<file path="config.mk">
export PLATFORM = sky130hd
export DESIGN_NAME = i2c_register_transaction_sequencer_top
export DESIGN_NICKNAME = d
export VERILOG_FILES = /design/src/i2crts_pkg.sv /design/src/i2c_register_transaction_sequencer_top.sv /design/src/i2crts_front.sv /design/src/i2crts_queue.sv /design/src/i2crts_back.sv
export SDC_FILE = /design/constraint.sdc
export NUM_CORES = 1
export LEC_CHECK = 0
export BUFFER_PORTS_ARGS = -buffer_cell sky130_fd_sc_hd__buf_2
export CORE_MARGIN = 2
export CORE_UTILIZATION = 55
export CTS_CLUSTER_DIAMETER = 50
export DETAILED_ROUTE_END_ITERATION = 10
export PLACE_DENSITY = 0.74
export SYNTH_ARGS = -nofsm -noshare
export SYNTH_HDL_FRONTEND = slang
export SYNTH_SLANG_ARGS = --single-unit
</file>
<file path="constraint.sdc">
create_clock -name clk -period 3.3 [get_ports clk]
set_input_delay 0.33 -clock clk [delete_from_list [all_inputs] [get_ports clk]]
set_output_delay 0.33 -clock clk [all_outputs]
set_load 0.05 [all_outputs]
</file>
<file path="src/i2crts_pkg.sv">
// Shared types, command codes and the result expansion table for the I2C sequencer.
package i2crts_pkg;

  // Request codes on the mode input.
  typedef enum logic [2:0] {
    MODE_WRITE_START = 3'd0,
    MODE_WRITE_DATA  = 3'd1,
    MODE_READ_START  = 3'd2,
    MODE_RECV_BYTE   = 3'd3,
    MODE_WRITE_BITS  = 3'd4,
    MODE_READ_BITS   = 3'd5
  } mode_t;

  // Commands on the result channel.
  typedef enum logic [3:0] {
    CMD_START   = 4'd0,
    CMD_RESTART = 4'd1,
    CMD_SEND    = 4'd2,
    CMD_RECEIVE = 4'd3,
    CMD_ACK     = 4'd4,
    CMD_NACK    = 4'd5,
    CMD_STOP    = 4'd6,
    CMD_HOST    = 4'd7,
    CMD_DONE    = 4'd8,
    CMD_ERROR   = 4'd9
  } cmd_t;

  // Kinds of result sequence that the front hands to the back.
  typedef enum logic [2:0] {
    JOB_SINGLE     = 3'd0,
    JOB_WSTART     = 3'd1,
    JOB_WDATA      = 3'd2,
    JOB_WDATA_STOP = 3'd3,
    JOB_RHEAD      = 3'd4,
    JOB_RECV_MORE  = 3'd5,
    JOB_RECV_LAST  = 3'd6,
    JOB_WBITS      = 3'd7
  } job_kind_t;

  // One queued job: its kind, the command of a single result and up to three bytes.
  typedef struct packed {
    job_kind_t   kind;
    cmd_t        cmd;
    logic [7:0]  b0;
    logic [7:0]  b1;
    logic [7:0]  b2;
  } job_t;

  // One result item.
  typedef struct packed {
    cmd_t        cmd;
    logic [7:0]  value;
    logic        last;
  } res_t;

  localparam int unsigned STEP_W = 3;

  // Result number step of a job.
  function automatic res_t result_at(input job_t job, input logic [STEP_W-1:0] step);
    res_t r;
    r = '{cmd: CMD_ERROR, value: 8'd0, last: 1'b1};
    unique case (job.kind)
      JOB_SINGLE: begin
        r = '{cmd: job.cmd, value: job.b0, last: 1'b1};
      end
      JOB_WSTART: begin
        unique case (step)
          3'd0:    r = '{cmd: CMD_START, value: 8'd0, last: 1'b0};
          3'd1:    r = '{cmd: CMD_SEND, value: job.b0, last: 1'b0};
          default: r = '{cmd: CMD_SEND, value: job.b1, last: 1'b1};
        endcase
      end
      JOB_WDATA: begin
        r = '{cmd: CMD_SEND, value: job.b0, last: 1'b1};
      end
      JOB_WDATA_STOP: begin
        unique case (step)
          3'd0:    r = '{cmd: CMD_SEND, value: job.b0, last: 1'b0};
          default: r = '{cmd: CMD_STOP, value: 8'd0, last: 1'b1};
        endcase
      end
      JOB_RHEAD: begin
        unique case (step)
          3'd0:    r = '{cmd: CMD_START, value: 8'd0, last: 1'b0};
          3'd1:    r = '{cmd: CMD_SEND, value: job.b0, last: 1'b0};
          3'd2:    r = '{cmd: CMD_SEND, value: job.b1, last: 1'b0};
          3'd3:    r = '{cmd: CMD_RESTART, value: 8'd0, last: 1'b0};
          3'd4:    r = '{cmd: CMD_SEND, value: job.b0 | 8'd1, last: 1'b0};
          default: r = '{cmd: CMD_RECEIVE, value: 8'd0, last: 1'b1};
        endcase
      end
      JOB_RECV_MORE: begin
        unique case (step)
          3'd0:    r = '{cmd: CMD_HOST, value: job.b0, last: 1'b0};
          3'd1:    r = '{cmd: CMD_ACK, value: 8'd0, last: 1'b0};
          default: r = '{cmd: CMD_RECEIVE, value: 8'd0, last: 1'b1};
        endcase
      end
      JOB_RECV_LAST: begin
        unique case (step)
          3'd0:    r = '{cmd: CMD_HOST, value: job.b0, last: 1'b0};
          3'd1:    r = '{cmd: CMD_NACK, value: 8'd0, last: 1'b0};
          default: r = '{cmd: CMD_STOP, value: 8'd0, last: 1'b1};
        endcase
      end
      JOB_WBITS: begin
        unique case (step)
          3'd0:    r = '{cmd: CMD_NACK, value: 8'd0, last: 1'b0};
          3'd1:    r = '{cmd: CMD_STOP, value: 8'd0, last: 1'b0};
          3'd2:    r = '{cmd: CMD_START, value: 8'd0, last: 1'b0};
          3'd3:    r = '{cmd: CMD_SEND, value: job.b0, last: 1'b0};
          3'd4:    r = '{cmd: CMD_SEND, value: job.b1, last: 1'b0};
          3'd5:    r = '{cmd: CMD_SEND, value: job.b2, last: 1'b0};
          default: r = '{cmd: CMD_STOP, value: 8'd0, last: 1'b1};
        endcase
      end
      default: begin
        r = '{cmd: CMD_ERROR, value: 8'd0, last: 1'b1};
      end
    endcase
    return r;
  endfunction

endpackage

</file>
<file path="src/i2c_register_transaction_sequencer_top.sv">
// I2C register transaction sequencer: top level with front end, job queue and sequencer.
//
// Usage: the host and the byte-level I2C engine both write requests into the
// request queue (push/full): start, write data, received byte and bit-field
// requests. Results come out of the result queue (empty/pop): engine commands
// and host data, with last set on the final result of each request.
// A request is accepted whenever push is high and full is low, one per cycle.
// The front end classifies it in the accepting cycle and writes one job into
// a QUEUE_DEPTH entry job queue. The sequencer reads a job and emits one
// result per cycle into the output register while pop keeps it free, so a
// request yields between one and seven results. When the block is idle, an
// accepted request's job is registered in the job queue and its first
// result then in the output register before it shows on the result ports.
// Sustained request rate is one per cycle for single-result requests while
// pop keeps up; requests of more results are held by the sequencer, which
// emits one result per cycle to the output port.
// Reset empties the job queue and the output register and returns the
// transaction state to idle. When pop stays low the current result holds,
// the sequencer waits, the job queue fills and full rises.
module i2c_register_transaction_sequencer_top import i2crts_pkg::*; #(
  parameter int unsigned QUEUE_DEPTH = 4
) (
  input  logic        clk,
  input  logic        rst,
  input  logic        push,
  output logic        full,
  input  logic [2:0]  mode,
  input  logic [6:0]  slave_address,
  input  logic [7:0]  register_address,
  input  logic [7:0]  byte_count,
  input  logic [7:0]  data_byte,
  input  logic [2:0]  field_msb,
  input  logic [3:0]  field_length,
  output logic        empty,
  input  logic        pop,
  output logic [3:0]  command,
  output logic [7:0]  byte_value,
  output logic        last
);

  job_t  front_job;
  job_t  head_job;
  logic  q_full;
  logic  q_empty;
  logic  accept;
  logic  job_done;

  assign full   = q_full;
  assign accept = push && !q_full;

  // Front end: request checks and transaction state.
  i2crts_front u_front (
    .clk              (clk),
    .rst              (rst),
    .accept           (accept),
    .mode             (mode),
    .slave_address    (slave_address),
    .register_address (register_address),
    .byte_count       (byte_count),
    .data_byte        (data_byte),
    .field_msb        (field_msb),
    .field_length     (field_length),
    .job              (front_job)
  );

  // Job queue.
  i2crts_queue #(
    .DEPTH (QUEUE_DEPTH)
  ) u_queue (
    .clk     (clk),
    .rst     (rst),
    .wr_en   (accept),
    .wr_data (front_job),
    .rd_en   (job_done),
    .rd_data (head_job),
    .full    (q_full),
    .empty   (q_empty)
  );

  // Result sequencer.
  i2crts_back u_back (
    .clk        (clk),
    .rst        (rst),
    .job        (head_job),
    .job_valid  (!q_empty),
    .job_done   (job_done),
    .pop        (pop),
    .empty      (empty),
    .command    (command),
    .byte_value (byte_value),
    .last       (last)
  );

  // The job queue can never be full and empty at once.
  assert property (@(posedge clk) disable iff (rst) !(q_full && q_empty))
    else $error("job queue reports full and empty together");

  // An accepted request leaves at least one job queued on the next cycle.
  assert property (@(posedge clk) disable iff (rst) accept |=> !q_empty)
    else $error("accepted request did not reach the job queue");

  // Done and error results always close their request.
  assert property (@(posedge clk) disable iff (rst)
      (!empty && (command == CMD_DONE || command == CMD_ERROR)) |-> last)
    else $error("done or error result not marked last");

  // A receive command always ends its request's results.
  assert property (@(posedge clk) disable iff (rst)
      (!empty && command == CMD_RECEIVE) |-> last)
    else $error("receive command not marked last");

endmodule

</file>
<file path="src/i2crts_front.sv">
// Request front end: checks each request against the transaction state and forms a job.
module i2crts_front import i2crts_pkg::*; (
  input  logic        clk,
  input  logic        rst,
  input  logic        accept,
  input  logic [2:0]  mode,
  input  logic [6:0]  slave_address,
  input  logic [7:0]  register_address,
  input  logic [7:0]  byte_count,
  input  logic [7:0]  data_byte,
  input  logic [2:0]  field_msb,
  input  logic [3:0]  field_length,
  output job_t        job
);

  typedef enum logic [2:0] {
    PH_IDLE  = 3'b001,
    PH_WDATA = 3'b010,
    PH_RECV  = 3'b100
  } phase_t;

  typedef enum logic [1:0] {
    KIND_PLAIN = 2'd0,
    KIND_WBITS = 2'd1,
    KIND_RBITS = 2'd2
  } pend_t;

  phase_t      phase, phase_next;
  pend_t       pending_kind, pending_kind_next;
  logic [7:0]  bytes_left, bytes_left_next;
  logic [6:0]  saved_slave, saved_slave_next;
  logic [7:0]  saved_register, saved_register_next;
  logic [2:0]  saved_field_msb, saved_field_msb_next;
  logic [3:0]  saved_length, saved_length_next;
  logic [7:0]  saved_value, saved_value_next;

  logic [7:0]  bytes_dec;
  logic [2:0]  shift;
  logic [8:0]  mask_wide;
  logic [7:0]  fmask;
  logic [7:0]  place_mask;
  logic [7:0]  merged;
  logic [7:0]  field_val;
  logic        field_bad;

  // Field arithmetic for the bit-field read-modify-write.
  assign bytes_dec  = bytes_left - 8'd1;
  assign shift      = saved_field_msb + 3'd1 - saved_length[2:0];
  assign mask_wide  = (9'd1 << saved_length) - 9'd1;
  assign fmask      = mask_wide[7:0];
  assign place_mask = fmask << shift;
  assign merged     = (data_byte & ~place_mask) | ((saved_value << shift) & place_mask);
  assign field_val  = (data_byte >> shift) & fmask;
  assign field_bad  = field_length > ({1'b0, field_msb} + 4'd1);

  // Classify the request and work out the next transaction state.
  always_comb begin
    phase_next           = phase;
    pending_kind_next    = pending_kind;
    bytes_left_next      = bytes_left;
    saved_slave_next     = saved_slave;
    saved_register_next  = saved_register;
    saved_field_msb_next = saved_field_msb;
    saved_length_next    = saved_length;
    saved_value_next     = saved_value;
    job = '{kind: JOB_SINGLE, cmd: CMD_ERROR, b0: 8'd0, b1: 8'd0, b2: 8'd0};

    unique case (mode_t'(mode))
      MODE_WRITE_START, MODE_READ_START: begin
        if (phase != PH_IDLE) begin
          job.cmd = CMD_ERROR;
        end else if (byte_count == 8'd0) begin
          job.cmd = CMD_DONE;
        end else begin
          saved_slave_next    = slave_address;
          saved_register_next = register_address;
          bytes_left_next     = byte_count;
          pending_kind_next   = KIND_PLAIN;
          job.b0 = {slave_address, 1'b0};
          job.b1 = register_address;
          if (mode_t'(mode) == MODE_WRITE_START) begin
            phase_next = PH_WDATA;
            job.kind   = JOB_WSTART;
          end else begin
            phase_next = PH_RECV;
            job.kind   = JOB_RHEAD;
          end
        end
      end
      MODE_WRITE_DATA: begin
        if (phase == PH_WDATA) begin
          bytes_left_next = bytes_dec;
          job.b0          = data_byte;
          if (bytes_dec == 8'd0) begin
            phase_next = PH_IDLE;
            job.kind   = JOB_WDATA_STOP;
          end else begin
            job.kind = JOB_WDATA;
          end
        end
      end
      MODE_RECV_BYTE: begin
        if (phase == PH_RECV) begin
          bytes_left_next = bytes_dec;
          if (pending_kind == KIND_PLAIN) begin
            job.b0 = data_byte;
            if (bytes_dec != 8'd0) begin
              job.kind = JOB_RECV_MORE;
            end else begin
              phase_next = PH_IDLE;
              job.kind   = JOB_RECV_LAST;
            end
          end else begin
            phase_next        = PH_IDLE;
            bytes_left_next   = 8'd0;
            pending_kind_next = KIND_PLAIN;
            if (pending_kind == KIND_RBITS) begin
              job.kind = JOB_RECV_LAST;
              job.b0   = field_val;
            end else begin
              job.kind = JOB_WBITS;
              job.b0   = {saved_slave, 1'b0};
              job.b1   = saved_register;
              job.b2   = merged;
            end
          end
        end
      end
      MODE_WRITE_BITS, MODE_READ_BITS: begin
        if (phase != PH_IDLE || field_bad) begin
          job.cmd = CMD_ERROR;
        end else if (mode_t'(mode) == MODE_READ_BITS && field_length == 4'd0) begin
          job.cmd = CMD_HOST;
        end else begin
          saved_slave_next     = slave_address;
          saved_register_next  = register_address;
          saved_field_msb_next = field_msb;
          saved_length_next    = field_length;
          bytes_left_next      = 8'd1;
          phase_next           = PH_RECV;
          if (mode_t'(mode) == MODE_WRITE_BITS) begin
            saved_value_next  = data_byte;
            pending_kind_next = KIND_WBITS;
          end else begin
            saved_value_next  = 8'd0;
            pending_kind_next = KIND_RBITS;
          end
          job.kind = JOB_RHEAD;
          job.b0   = {slave_address, 1'b0};
          job.b1   = register_address;
        end
      end
      default: begin
        job.cmd = CMD_ERROR;
      end
    endcase
  end

  // Transaction state registers.
  always_ff @(posedge clk) begin
    if (rst) begin
      phase        <= PH_IDLE;
      pending_kind <= KIND_PLAIN;
      bytes_left   <= 8'd0;
    end else if (accept) begin
      phase        <= phase_next;
      pending_kind <= pending_kind_next;
      bytes_left   <= bytes_left_next;
    end
  end

  // Saved request fields.
  always_ff @(posedge clk) begin
    if (rst) begin
      saved_slave     <= 7'd0;
      saved_register  <= 8'd0;
      saved_field_msb <= 3'd0;
      saved_length    <= 4'd0;
      saved_value     <= 8'd0;
    end else if (accept) begin
      saved_slave     <= saved_slave_next;
      saved_register  <= saved_register_next;
      saved_field_msb <= saved_field_msb_next;
      saved_length    <= saved_length_next;
      saved_value     <= saved_value_next;
    end
  end

endmodule

</file>
<file path="src/i2crts_queue.sv">
// Small job queue between the front end and the result sequencer.
module i2crts_queue import i2crts_pkg::*; #(
  parameter int unsigned DEPTH = 4
) (
  input  logic  clk,
  input  logic  rst,
  input  logic  wr_en,
  input  job_t  wr_data,
  input  logic  rd_en,
  output job_t  rd_data,
  output logic  full,
  output logic  empty
);

  localparam int unsigned PTR_W = (DEPTH > 1) ? $clog2(DEPTH) : 1;
  localparam int unsigned CNT_W = $clog2(DEPTH + 1);
  localparam logic [PTR_W-1:0] LAST_SLOT = PTR_W'(DEPTH - 1);
  localparam logic [CNT_W-1:0] FULL_CNT  = CNT_W'(DEPTH);

  job_t              slots [DEPTH];
  logic [PTR_W-1:0]  wr_ptr;
  logic [PTR_W-1:0]  rd_ptr;
  logic [CNT_W-1:0]  count;

  assign full    = (count == FULL_CNT);
  assign empty   = (count == '0);
  assign rd_data = slots[rd_ptr];

  // Slot storage.
  always_ff @(posedge clk) begin
    if (wr_en) begin
      slots[wr_ptr] <= wr_data;
    end
  end

  // Pointers and fill count.
  always_ff @(posedge clk) begin
    if (rst) begin
      wr_ptr <= '0;
      rd_ptr <= '0;
      count  <= '0;
    end else begin
      if (wr_en) begin
        wr_ptr <= (wr_ptr == LAST_SLOT) ? '0 : wr_ptr + PTR_W'(1);
      end
      if (rd_en) begin
        rd_ptr <= (rd_ptr == LAST_SLOT) ? '0 : rd_ptr + PTR_W'(1);
      end
      if (wr_en && !rd_en) begin
        count <= count + CNT_W'(1);
      end else if (rd_en && !wr_en) begin
        count <= count - CNT_W'(1);
      end
    end
  end

endmodule

</file>
<file path="src/i2crts_back.sv">
// Result sequencer: expands each queued job into its results, one per cycle unless pop stalls it.
module i2crts_back import i2crts_pkg::*; (
  input  logic        clk,
  input  logic        rst,
  input  job_t        job,
  input  logic        job_valid,
  output logic        job_done,
  input  logic        pop,
  output logic        empty,
  output logic [3:0]  command,
  output logic [7:0]  byte_value,
  output logic        last
);

  logic [STEP_W-1:0]  step;
  logic               out_valid;
  logic               advance;
  logic               load;
  res_t               res;
  res_t               out_res;

  assign res      = result_at(job, step);
  assign advance  = !out_valid || pop;
  assign load     = advance && job_valid;
  assign job_done = load && res.last;

  assign empty      = !out_valid;
  assign command    = out_res.cmd;
  assign byte_value = out_res.value;
  assign last       = out_res.last;

  // Step counter within the current job.
  always_ff @(posedge clk) begin
    if (rst) begin
      step <= '0;
    end else if (load) begin
      step <= res.last ? '0 : step + STEP_W'(1);
    end
  end

  // Output register.
  always_ff @(posedge clk) begin
    if (rst) begin
      out_valid <= 1'b0;
    end else if (advance) begin
      out_valid <= job_valid;
    end
  end

  always_ff @(posedge clk) begin
    if (load) begin
      out_res <= res;
    end
  end

endmodule
</file>
# After elaboration in Yosys (flattened, before gate mapping)
# Memory sizes are Yosys's and may differ from the RTL's. A register that Yosys moved wholly into a read port is not among the register bits.
# Cells that the tools add are included.
dict set report word_totals {
  reg_bits 67
  ram_bits 124
  inputBits 45
  output_inout_bits 15
  wordCells 189
  n_memories 1
}
# memory depth width read_ports rd_clocked_by_memory_dff write_ports line
set mem_list {}
lappend mem_list {u_queue.slots 4 31 1 1 1 i2crts_queue.sv:20} ;# job_t slots [DEPTH];
dict set report classes {
  add_sub_neg 10
  order_cmp 1
  eq_ne 33
  shift 4
  mux 84
  bitwise 7
  n_reduce_logical 33
}
# operator n
set op_table {}
lappend op_table {{$mux W8} 16}
lappend op_table {{$pmux W13 S8} 1}
lappend op_table {{$mux W16} 6}
lappend op_table {{$pmux W12 S6} 1}
lappend op_table {{$pmux W8 S4} 2}
lappend op_table {{$mux W3} 20}
lappend op_table {{$pmux W11 S5} 1}
lappend op_table {{$pmux W11 S2} 2}
lappend op_table {{$eq A3 B3 Y1 const B} 10}
lappend op_table {{$mux W7} 4}
lappend op_table {{$mux W2} 13}
lappend op_table {{$and A8 B8 Y8} 3}
lappend op_table {{$mux W24} 1}
lappend op_table {{$pmux W12 S2} 1}
lappend op_table {{$pmux W3 S4} 2}
lappend op_table {{$pmux W8 S3} 1}
lappend op_table {{$eq A3 B2 Y1 const B} 7}
lappend op_table {{$logic_not A8 Y1} 2}
lappend op_table {{$pmux W8 S2} 1}
lappend op_table {{$reduce_and A8 Y1} 2}
lappend op_table {{$shl A8 B3 Y8} 2}
lappend op_table {{$sub A8 B1 Y8 const B} 2}
lappend op_table {{$pmux W7 S2} 1}
lappend op_table {{$logic_not A3 Y1} 4}
lappend op_table {{other kinds (35)} 67}

# Longest topological paths before layout
# Gate-level depths: netlist of run 1.
dict set report depth {
  depth_word 10
  ltp_mapped 14
  ltp_nobuf 13
}

# Cells and area by module
# From an unflattened synthesis of run 1, not the netlist that was laid out.
dict set report unflattened {
  cells_unflattened 859
  area_unflattened_um2 10029.6
}
# module n_inst cells_per_inst area_per_inst_um2 seq_area_each_um2
set by_module_without_submodules {}
lappend by_module_without_submodules {i2crts_queue 1 205 4914.7 3903.7}
lappend by_module_without_submodules {i2crts_front 1 479 3589.7 860.8}
lappend by_module_without_submodules {i2crts_back 1 173 1507.7 470.5}
lappend by_module_without_submodules {i2c_register_transaction_sequencer_top 1 2 17.5 0.0}

# Worst setup path after synthesis of run 1
# No wires, ideal clock.
dict set report synth_path {
  path_kind {flip-flop to flip-flop}
  start {register (tool-made name)}
  end {register u_queue.count[2]}
  setup_time_ps 70
  t_arrival_ps 3053
  required_time_ps 3230
  setup_slack_ps 176
  stages_incl_launch_ff 14
  path_buffers 2
  synth_period_minus_slack_ps 3124
  path_cell_list {dfxtp_1 buf_6 mux4_2 buf_6 nor2b_1 a32o_1 o21a_4 inv_1 ha_1 inv_1 fa_1 xor2_1 or3_1 a21oi_1}
}
# element line
set synth_lines {}
lappend synth_lines {{end signal, assigned} i2crts_queue.sv:50} ;# count <= count + CNT_W'(1);
lappend synth_lines {{end signal, assigned} i2crts_queue.sv:52} ;# count <= count - CNT_W'(1);
lappend synth_lines {{end, declared} i2crts_queue.sv:23} ;# logic [CNT_W-1:0] count;

==> results of run 1 <==
==> flip-flops by register name, indices dropped and copies added (netlist names), named ones only <==
register	count
u_back.last	1
u_front.pending_kind	2
u_front.saved_slave	7
u_front.phase	3
u_queue.slots	120
u_queue.wr_ptr	2
u_front.saved_value	8
u_back.out_valid	1
u_front.saved_length	4
u_back.byte_value	8
u_back.step	3
u_queue.rd_ptr	2
u_queue.count	3
u_front.saved_register	8
u_back.command	4
u_front.saved_field_msb	3
u_front.bytes_left	8
==> how the worst max path moves through the flow <==
stage	startpoint	to	slack (ps)	cells past startpoint
after CTS	flip-flop	u_queue.count[2]	150	11
after detailed placement	flip-flop	u_queue.count[2]	180	11
after floorplan	flip-flop	u_queue.count[2]	180	13
after global routing	u_front.saved_length[0]	u_queue.slots[0][7]	0.6	7
after global placement	flip-flop	u_queue.count[2]	270	11
final	flip-flop	u_queue.count[2]	170	11
==> routing by layer <==
| metal | global-route usage | wire length [um] | vias up |
|---|---|---|---|
| met5 | 0 | 13 | - |
| met4 | 0.0796 | 350 | 2 |
| met3 | 0.0449 | 1270 | 25 |
| met2 | 0.402 | 10700 | 238 |
| met1 | 0.338 | 9570 | 3468 |
| li1 | - | - | 3393 |
==> worst max-delay path: stages, from the launching register on <==
cell	delay, ps
dfxtp_2	390
mux4_1	580
and2_1	220
a32o_1	290
o21a_4	220
inv_1	50
ha_1	160
inv_1	70
fa_1	440
xor2_1	180
or3_1	310
a21oi_1	140
==> kinds of logic after synthesis <==
family | share of synthesized area
buffers and inverters | 0.0356
adders and majority gates | 0.0301
AOI/OAI and AO/OA | 0.156
and+or+nand+nor | 0.125
muxes | 0.120
xor gates and xnor gates | 0.0125
DFF | 0.522
==> layout make-up <==
class | instances | area (um^2)
clock buffer | 19 | 433
inverter | 31 | 116
fill | 1335 | 6380
multi-input combinational | 584 | 4350
timing repair buffer | 94 | 558
clock inverter | 13 | 124
tap | 225 | 282
sequential | 189 | 5120
==> Yosys cell counts, drive strengths merged (4+ instances only) <==
| master | number |
|---|---|
| edfxtp | 133 |
| nor2 | 74 |
| a21oi | 71 |
| nand2 | 67 |
| dfxtp | 56 |
| clkbuf | 38 |
| mux4 | 35 |
| o21ai | 32 |
| inv | 31 |
| mux2i | 31 |
| nand3 | 24 |
| ha | 22 |
| a22oi | 19 |
| and2 | 15 |
| buf | 15 |
| nor3 | 12 |
| a211oi | 10 |
| nand2b | 10 |
| a211o | 9 |
| nor2b | 9 |
| o22ai | 9 |
| xnor2 | 9 |
| a22o | 8 |
| nor4 | 7 |
| o211ai | 7 |
| a221o | 6 |
| nand4 | 6 |
| or2 | 6 |
| a31oi | 5 |
| mux2 | 5 |
| nand3b | 5 |
| or3 | 5 |
| xor2 | 5 |
| a21boi | 4 |
| a32o | 4 |
| o21bai | 4 |
| or4 | 4 |
==> power by group through the flow <==
stage	registers, mW	logic [mW]	clock network [mW]
after floorplan	3.38	1.96	0
after global placement	3.11	2.92	0
after detailed placement	3.13	2.95	0
after CTS	3.08	2.96	1.97
after global routing	3.12	3.22	2.06
final	3.08	2.96	1.94
==> timing repair <==
action	CTS	global route
setup endpoints to repair	0	4
gates resized for setup	0	1
endpoints found under the hold margin	0	0
==> flow_summary_export.csv, run 1 <==
group,metric,value,unit
outcome,status,"finished, final reports clean",
timing,setup_ws,173,ps
logic_synthesis,yosysWarnings,0,
global_route,grt_pass1_wl,35400,um
logic_synthesis,avgSynthCellArea,11.4,um^2
global_route,globalRoute.totalOverflow,0,
logic_synthesis,synth_edf_count,133,
detailed_routing,ant_nets,0,
timing,skew,10.7,ps
clock_network,numCtsBuffers,17,
worst_hold_path,holdPathStages,3,
detailed_routing,dr.pass1.iters,5,
final_layout,nNetsFinal,985,
logic_synthesis,ys_types,74,
worst_setup_path,end_kind,"flip-flop",
logic_synthesis,yosysTopAreaCell,"edfxtp_1",
worst_setup_path,r2r_cells,11,
clock_network,cts_sinks,189,
timing,max_freq,0.320,GHz
placed_design,place_area,0.0104,mm^2
placed_design,gp_congestion,0.916,
logic_synthesis,synth-async-reset-ratio,0,
logic_synthesis,synth_nets,925,
clock_network,cts_root_buf,"clkbuf_16",
detailed_routing,drc,0,
power,p_seq_frac,0.385,
timing,report.final.slew_viol_count,0,
clock_network,cts_buffer_depth,2,
logic_synthesis,synth_area,0.00981,mm^2
logic_synthesis,ys_seq_area_frac,0.522,
power,comb_power_share,0.371,
detailed_routing,wirelength,21900,um
placed_design,hpwl,15300,um
floorplanning,die_h,138,um
logic_synthesis,ys_ff_latch,189,
detailed_routing,post_drt_wl_per_cell,19.0,um
power,switchingPower,2.89,mW
logic_synthesis,synth_top_area_share,0.407,
worst_hold_path,hold_end,"u_front.saved_register[4]",
final_layout,fin_cells,1155,
global_route,grtUsageTotal,0.247,
power,power,7.98,mW
clock_network,cts_tree,"yes",
floorplanning,coreArea,0.0174,mm^2
floorplanning,die_w,138,um
power,cellPowerDensity,727,mW/mm^2
timing,rsz0062_at_grt,"no",
logic_synthesis,synth_ff_type,"edfxtp_1",
worst_setup_path,crit_path_start_kind,"flip-flop",
floorplanning,std_cell_rows,48,
timing,whs,137,ps
worst_setup_path,crit_fanout,5,
global_route,antenna_found_initial,1,
detailed_routing,avgViaCountPerCell,6.17,
worst_hold_path,min_from,"register_address[4]",
power,peakVddDrop,0.435,mV
final_layout,antenna_cells,0,
timing,hold_viol,0,
logic_synthesis,syn_inst,857,
clock_network,post_cts_buffers,0,
final_layout,final_cell_mix,"edfxtp_1 (133), nor2_1 (74), a21oi_1 (70), nand2_1 (67), buf_2 (59)",
power,swShare,0.363,
clock_network,ctsHoldBuffers,0,
final_layout,layout_commonest_cell,"edfxtp_1",
power,p_leak,3.94,nW
worst_setup_path,r2r_slack,170,ps
placed_design,port_buffers,59,
clock_network,clkTransAtPathRegs,70,ps
floorplanning,io_pins,60,
final_layout,stdcell_area,0.0110,mm^2
detailed_routing,drt-initial-drc-count,557,
timing,finalCritPeriodShare,0.947,
worst_setup_path,cp.arrival,3490,ps
floorplanning,die-area,0.0189,mm^2
timing,worst_pin_slew,832,ps
global_route,grt_max_degree,39,
flow_run,max_cap_viol_count,0,
floorplanning,start_util,0.565,
worst_setup_path,critical_path_class,"flip-flop to flip-flop",
final_layout,area_growth_syn_to_layout,11.9,%
final_layout,finish.utilization,0.632,
global_route,grt_pass1_vias,6752,
timing,setup_tns,0,ps
worst_setup_path,regToRegEndpoint,"u_queue.count[2]",
worst_setup_path,cp.required,3660,ps
power,cellInternalPower,5.09,mW
final_layout,drive_above_1_share,0.191,
logic_synthesis,ys_top_cells_by_area,"edfxtp_1 (41%), dfxtp_1 (11%), mux4_2 (6.9%), a21oi_1 (3.6%), mux2i_1 (3.2%)",
timing,relSlewSlack,0.445,
clock_network,clk_latency,440,ps
clock_network,htreeDepth,4,
timing,setup_viol,0,
worst_hold_path,hp-class,"input pin to flip-flop",
detailed_routing,num_vias,7126,
placed_design,place_ws,176,ps
timing,min_period,3130,ps
placed_design,placed_cells,1123,
power,p_clk_frac,0.244,
No activity file was read; power rests on OpenSTA's default activity.
==> run 2, diff against run 1 <==
Settings changed: ABC_AREA set to 1, CORE_UTILIZATION 55 to 56, PLACE_DENSITY 0.74 to 0.75.
==> run 2 against run 1 <==
  * Clock-buffer cell count up 1
  * Synthesized cell count is 48% higher
  * Final cell count increased by 35%
  * Worst hold slack better by 45 ps
  * Sequential power grew 3%
  * Critical path depth grew 7
==> flow_summary_export.csv, run 2 <==
group,metric,value,unit
outcome,status,"finished, final reports clean",
logic_synthesis,synthMuxAreaShare,0.000973,
global_route,grt_pass1_wl,41200,um
detailed_routing,avgViaCountPerCell,5.71,
worst_setup_path,cpPeakStageDelay,440,ps
logic_synthesis,synth_top_family_by_area,"simple AND/OR/NAND/NOR gates",
worst_setup_path,cp-endpoint,"u_queue.count[2]",
logic_synthesis,yosysMostFrequentCell,"nand2_1",
worst_setup_path,path_common_cell,"inv_1",
global_route,globalRoute.totalOverflow,0,
placed_design,gp_congestion,0.972,
worst_setup_path,crit_cells,18,
final_layout,largest_reg_flops,120,
clock_network,cts_sinks,189,
worst_setup_path,r2r-start,"u_back.step[1]",
worst_setup_path,r2r_cells,18,
timing,hold_viol,0,
floorplanning,io_pins,60,
timing,whs,182,ps
logic_synthesis,ys_types,47,
logic_synthesis,yosysWarnings,0,
clock_network,clk_latency,430,ps
timing,rsz0062_at_grt,"no",
final_layout,drive_above_1_share,0.125,
global_route,grt_pass1_vias,8225,
clock_network,cts_tree,"yes",
worst_setup_path,regToRegEndpoint,"u_queue.count[2]",
detailed_routing,drt-initial-drc-count,848,
final_layout,area_growth_syn_to_layout,10.8,%
floorplanning,start_util,0.573,
global_route,grtUsageTotal,0.266,
detailed_routing,wirelength,25200,um
timing,report.final.slew_viol_count,0,
flow_run,max_cap_viol_count,0,
logic_synthesis,synthXorXnorAreaFrac,0.00681,
clock_network,clkTransAtPathRegs,70,ps
worst_setup_path,critical_path_buf_inv_count,5,
logic_synthesis,synth-compound-area-share,0.143,
power,p_leak,4.70,nW
global_route,antenna_found_initial,0,
worst_setup_path,startpoint,"u_back.step[1]",
power,power,9.35,mW
logic_synthesis,syn_inst,1268,
clock_network,cts_root_buf,"clkbuf_16",
detailed_routing,ant_nets,0,
clock_network,ctsHoldBuffers,0,
final_layout,fill_cells,1534,
worst_setup_path,crit_fanout,11,
logic_synthesis,synth_edf_count,133,
detailed_routing,num_vias,8908,
worst_setup_path,cp.required,3660,ps
final_layout,finish.utilization,0.634,
floorplanning,die-area,0.0195,mm^2
logic_synthesis,synth_ff_type,"edfxtp_1",
final_layout,antenna_cells,0,
clock_network,numCtsBuffers,17,
detailed_routing,drc,0,
final_layout,multi_input_area,0.00441,mm^2
timing,setup_viol,0,
logic_synthesis,post_synth_most_frequent_cells,"nand2_1 (327), edfxtp_1 (133), nor2_1 (124)",
logic_synthesis,ys_top_cells_by_area,"edfxtp_1 (39%), nand2_1 (12%), dfxtp_1 (11%), o21ai_0 (5.0%), nor2_1 (4.5%)",
worst_setup_path,critical_path_class,"flip-flop to flip-flop",
timing,setup_tns,0,ps
logic_synthesis,synthAdderAreaFrac,0.0287,
logic_synthesis,synth-async-reset-ratio,0,
timing,finalCritPeriodShare,0.888,
worst_setup_path,crit_path_start_kind,"flip-flop",
worst_setup_path,path_delay_family,"simple AND/OR/NAND/NOR gates",
global_route,grt_max_degree,47,
floorplanning,die_w,140,um
logic_synthesis,synth_nets,1336,
final_layout,regMostFlops,"u_queue.slots",
worst_setup_path,cp.arrival,3290,ps
logic_synthesis,synth_area,0.0103,mm^2
floorplanning,die_h,140,um
detailed_routing,post_drt_wl_per_cell,16.2,um
logic_synthesis,synth_top_area_share,0.388,
clock_network,cts_buffer_depth,2,
logic_synthesis,synth_simple_gate_area_share,0.247,
placed_design,hpwl,17800,um
final_layout,layout_commonest_cell,"nand2_1",
timing,skew,9.24,ps
worst_setup_path,worstPathCellList,"inv_1 > ha_1 > inv_1 > nor2_4 > inv_1 > nand2_1 > inv_1 > nand2_1 > nand3_2 > nand2_2 > ha_1 > inv_1 > fa_1 > nor2_1 > nor2_1 > nand2_1 > o21ai_0 > a21oi_1",
timing,worst_pin_slew,815,ps
clock_network,htreeDepth,4,
logic_synthesis,avgSynthCellArea,8.11,um^2
final_layout,seq_area,0.00512,mm^2
floorplanning,coreArea,0.0180,mm^2
worst_setup_path,crit_slowest_cell,"fa_1",
worst_setup_path,r2r_slack,370,ps
clock_network,post_cts_buffers,0,
timing,relSlewSlack,0.454,
placed_design,port_buffers,59,
clock_network,ctsResizeCount,0,
timing,min_period,2930,ps
logic_synthesis,yosysTopAreaCell,"edfxtp_1",
logic_synthesis,ys_seq_area_frac,0.497,
final_layout,final_cell_mix,"nand2_1 (327), edfxtp_1 (133), nor2_1 (120), inv_1 (115), o21ai_0 (102)",
detailed_routing,dr.pass1.iters,5,
final_layout,nNetsFinal,1385,
timing,max_freq,0.341,GHz
worst_setup_path,end_kind,"flip-flop",
power,cellPowerDensity,820,mW/mm^2
logic_synthesis,ys_ff_latch,189,
power,peakVddDrop,0.506,mV
worst_hold_path,hp-class,"input pin to flip-flop",
floorplanning,std_cell_rows,49,
-- run 2: cell count changes after synthesis, sizes merged, moves of 35 or more --
| cell | previous run | this run |
|---|---|---|
| inv | 31 | 135 |
| mux4 | 35 | 0 |
| nand2 | 67 | 334 |
| nand3 | 24 | 97 |
| nor2 | 74 | 135 |
| o21ai | 32 | 136 |
-- run 2: layout make-up --
class / instances / share of cell area
timing repair buffer: 79 / 0.0391
multi-input combinational: 893 / 0.387
clock inverter: 12 / 0.0154
tap: 229 / 0.0251
clock buffer: 20 / 0.0392
inverter: 137 / 0.0456
sequential: 189 / 0.449
-- run 2: worst reg2reg max path, stage by stage (launching register included) --
cell and delay, ps:
dfxtp_1 340, inv_1 80, ha_1 160, inv_1 80, nor2_4 240, inv_1 150, nand2_1 110, inv_1 190
nand2_1 140, nand3_2 150, nand2_2 110, ha_1 150, inv_1 80, fa_1 440, nor2_1 110, nor2_1 50
nand2_1 70, o21ai_0 70, a21oi_1 140
-- run 2: worst min path at each step --
stage / slack [ps] / startpoint / cells after the start / end
2_1_floorplan: 420 / u_front.saved_slave[0] / 2 / u_front.saved_slave[0]
3_3_place_gp: 430 / u_front.saved_register[6] / 2 / u_front.saved_register[6]
3_5_place_dp: 440 / u_front.saved_register[6] / 2 / u_front.saved_register[6]
4_1_cts: 170 / register_address[6] / 3 / u_front.saved_register[6]
5_1_grt: 200 / register_address[3] / 3 / u_front.saved_register[3]
6_report: 180 / register_address[2] / 3 / u_front.saved_register[2]
-- run 2: kinds of logic after synthesis --
| kind of cell | count (synthesis) |
|---|---|
| AO/OA/AOI/OAI | 269 |
| buffers and inverters | 186 |
| AND/OR/NAND/NOR | 592 |
| XOR/XNOR | 8 |
| multiplexers | 1 |
| adder cells (fa/ha/maj) | 23 |
| flip-flops | 189 |
-- run 2: per-stage QoR --
| stage | worst slack [ps] | std cells | instance area (um^2) |
|---|---|---|---|
| 6_report | 369 | 1559 | 11400 |
| 5_1_grt | 85.6 | 1559 | 11400 |
| 4_1_cts | 396 | 1559 | 11400 |
| 3_5_place_dp | 437 | 1527 | 10800 |
| 3_3_place_gp | 492 | 1527 | 10800 |
| 2_1_floorplan | 545 | 1268 | 10300 |
-- run 2: power by group --
group          internal, mW  switching, mW  total (mW)  leakage (nW)
registers              3.00          0.163        3.16          1.70
logic                  1.12           2.92        4.03          2.70
clock network          1.24          0.917        2.15         0.300
-- run 2: per-layer routing --
layer  vias to the layer above  routed length, um  GRT usage
li1                       4381                  -          -
met5                         -                  0          0
met4                         0                824      0.107
met2                       374              11800      0.434
met1                      4084              10900      0.354
met3                        69               1670     0.0471
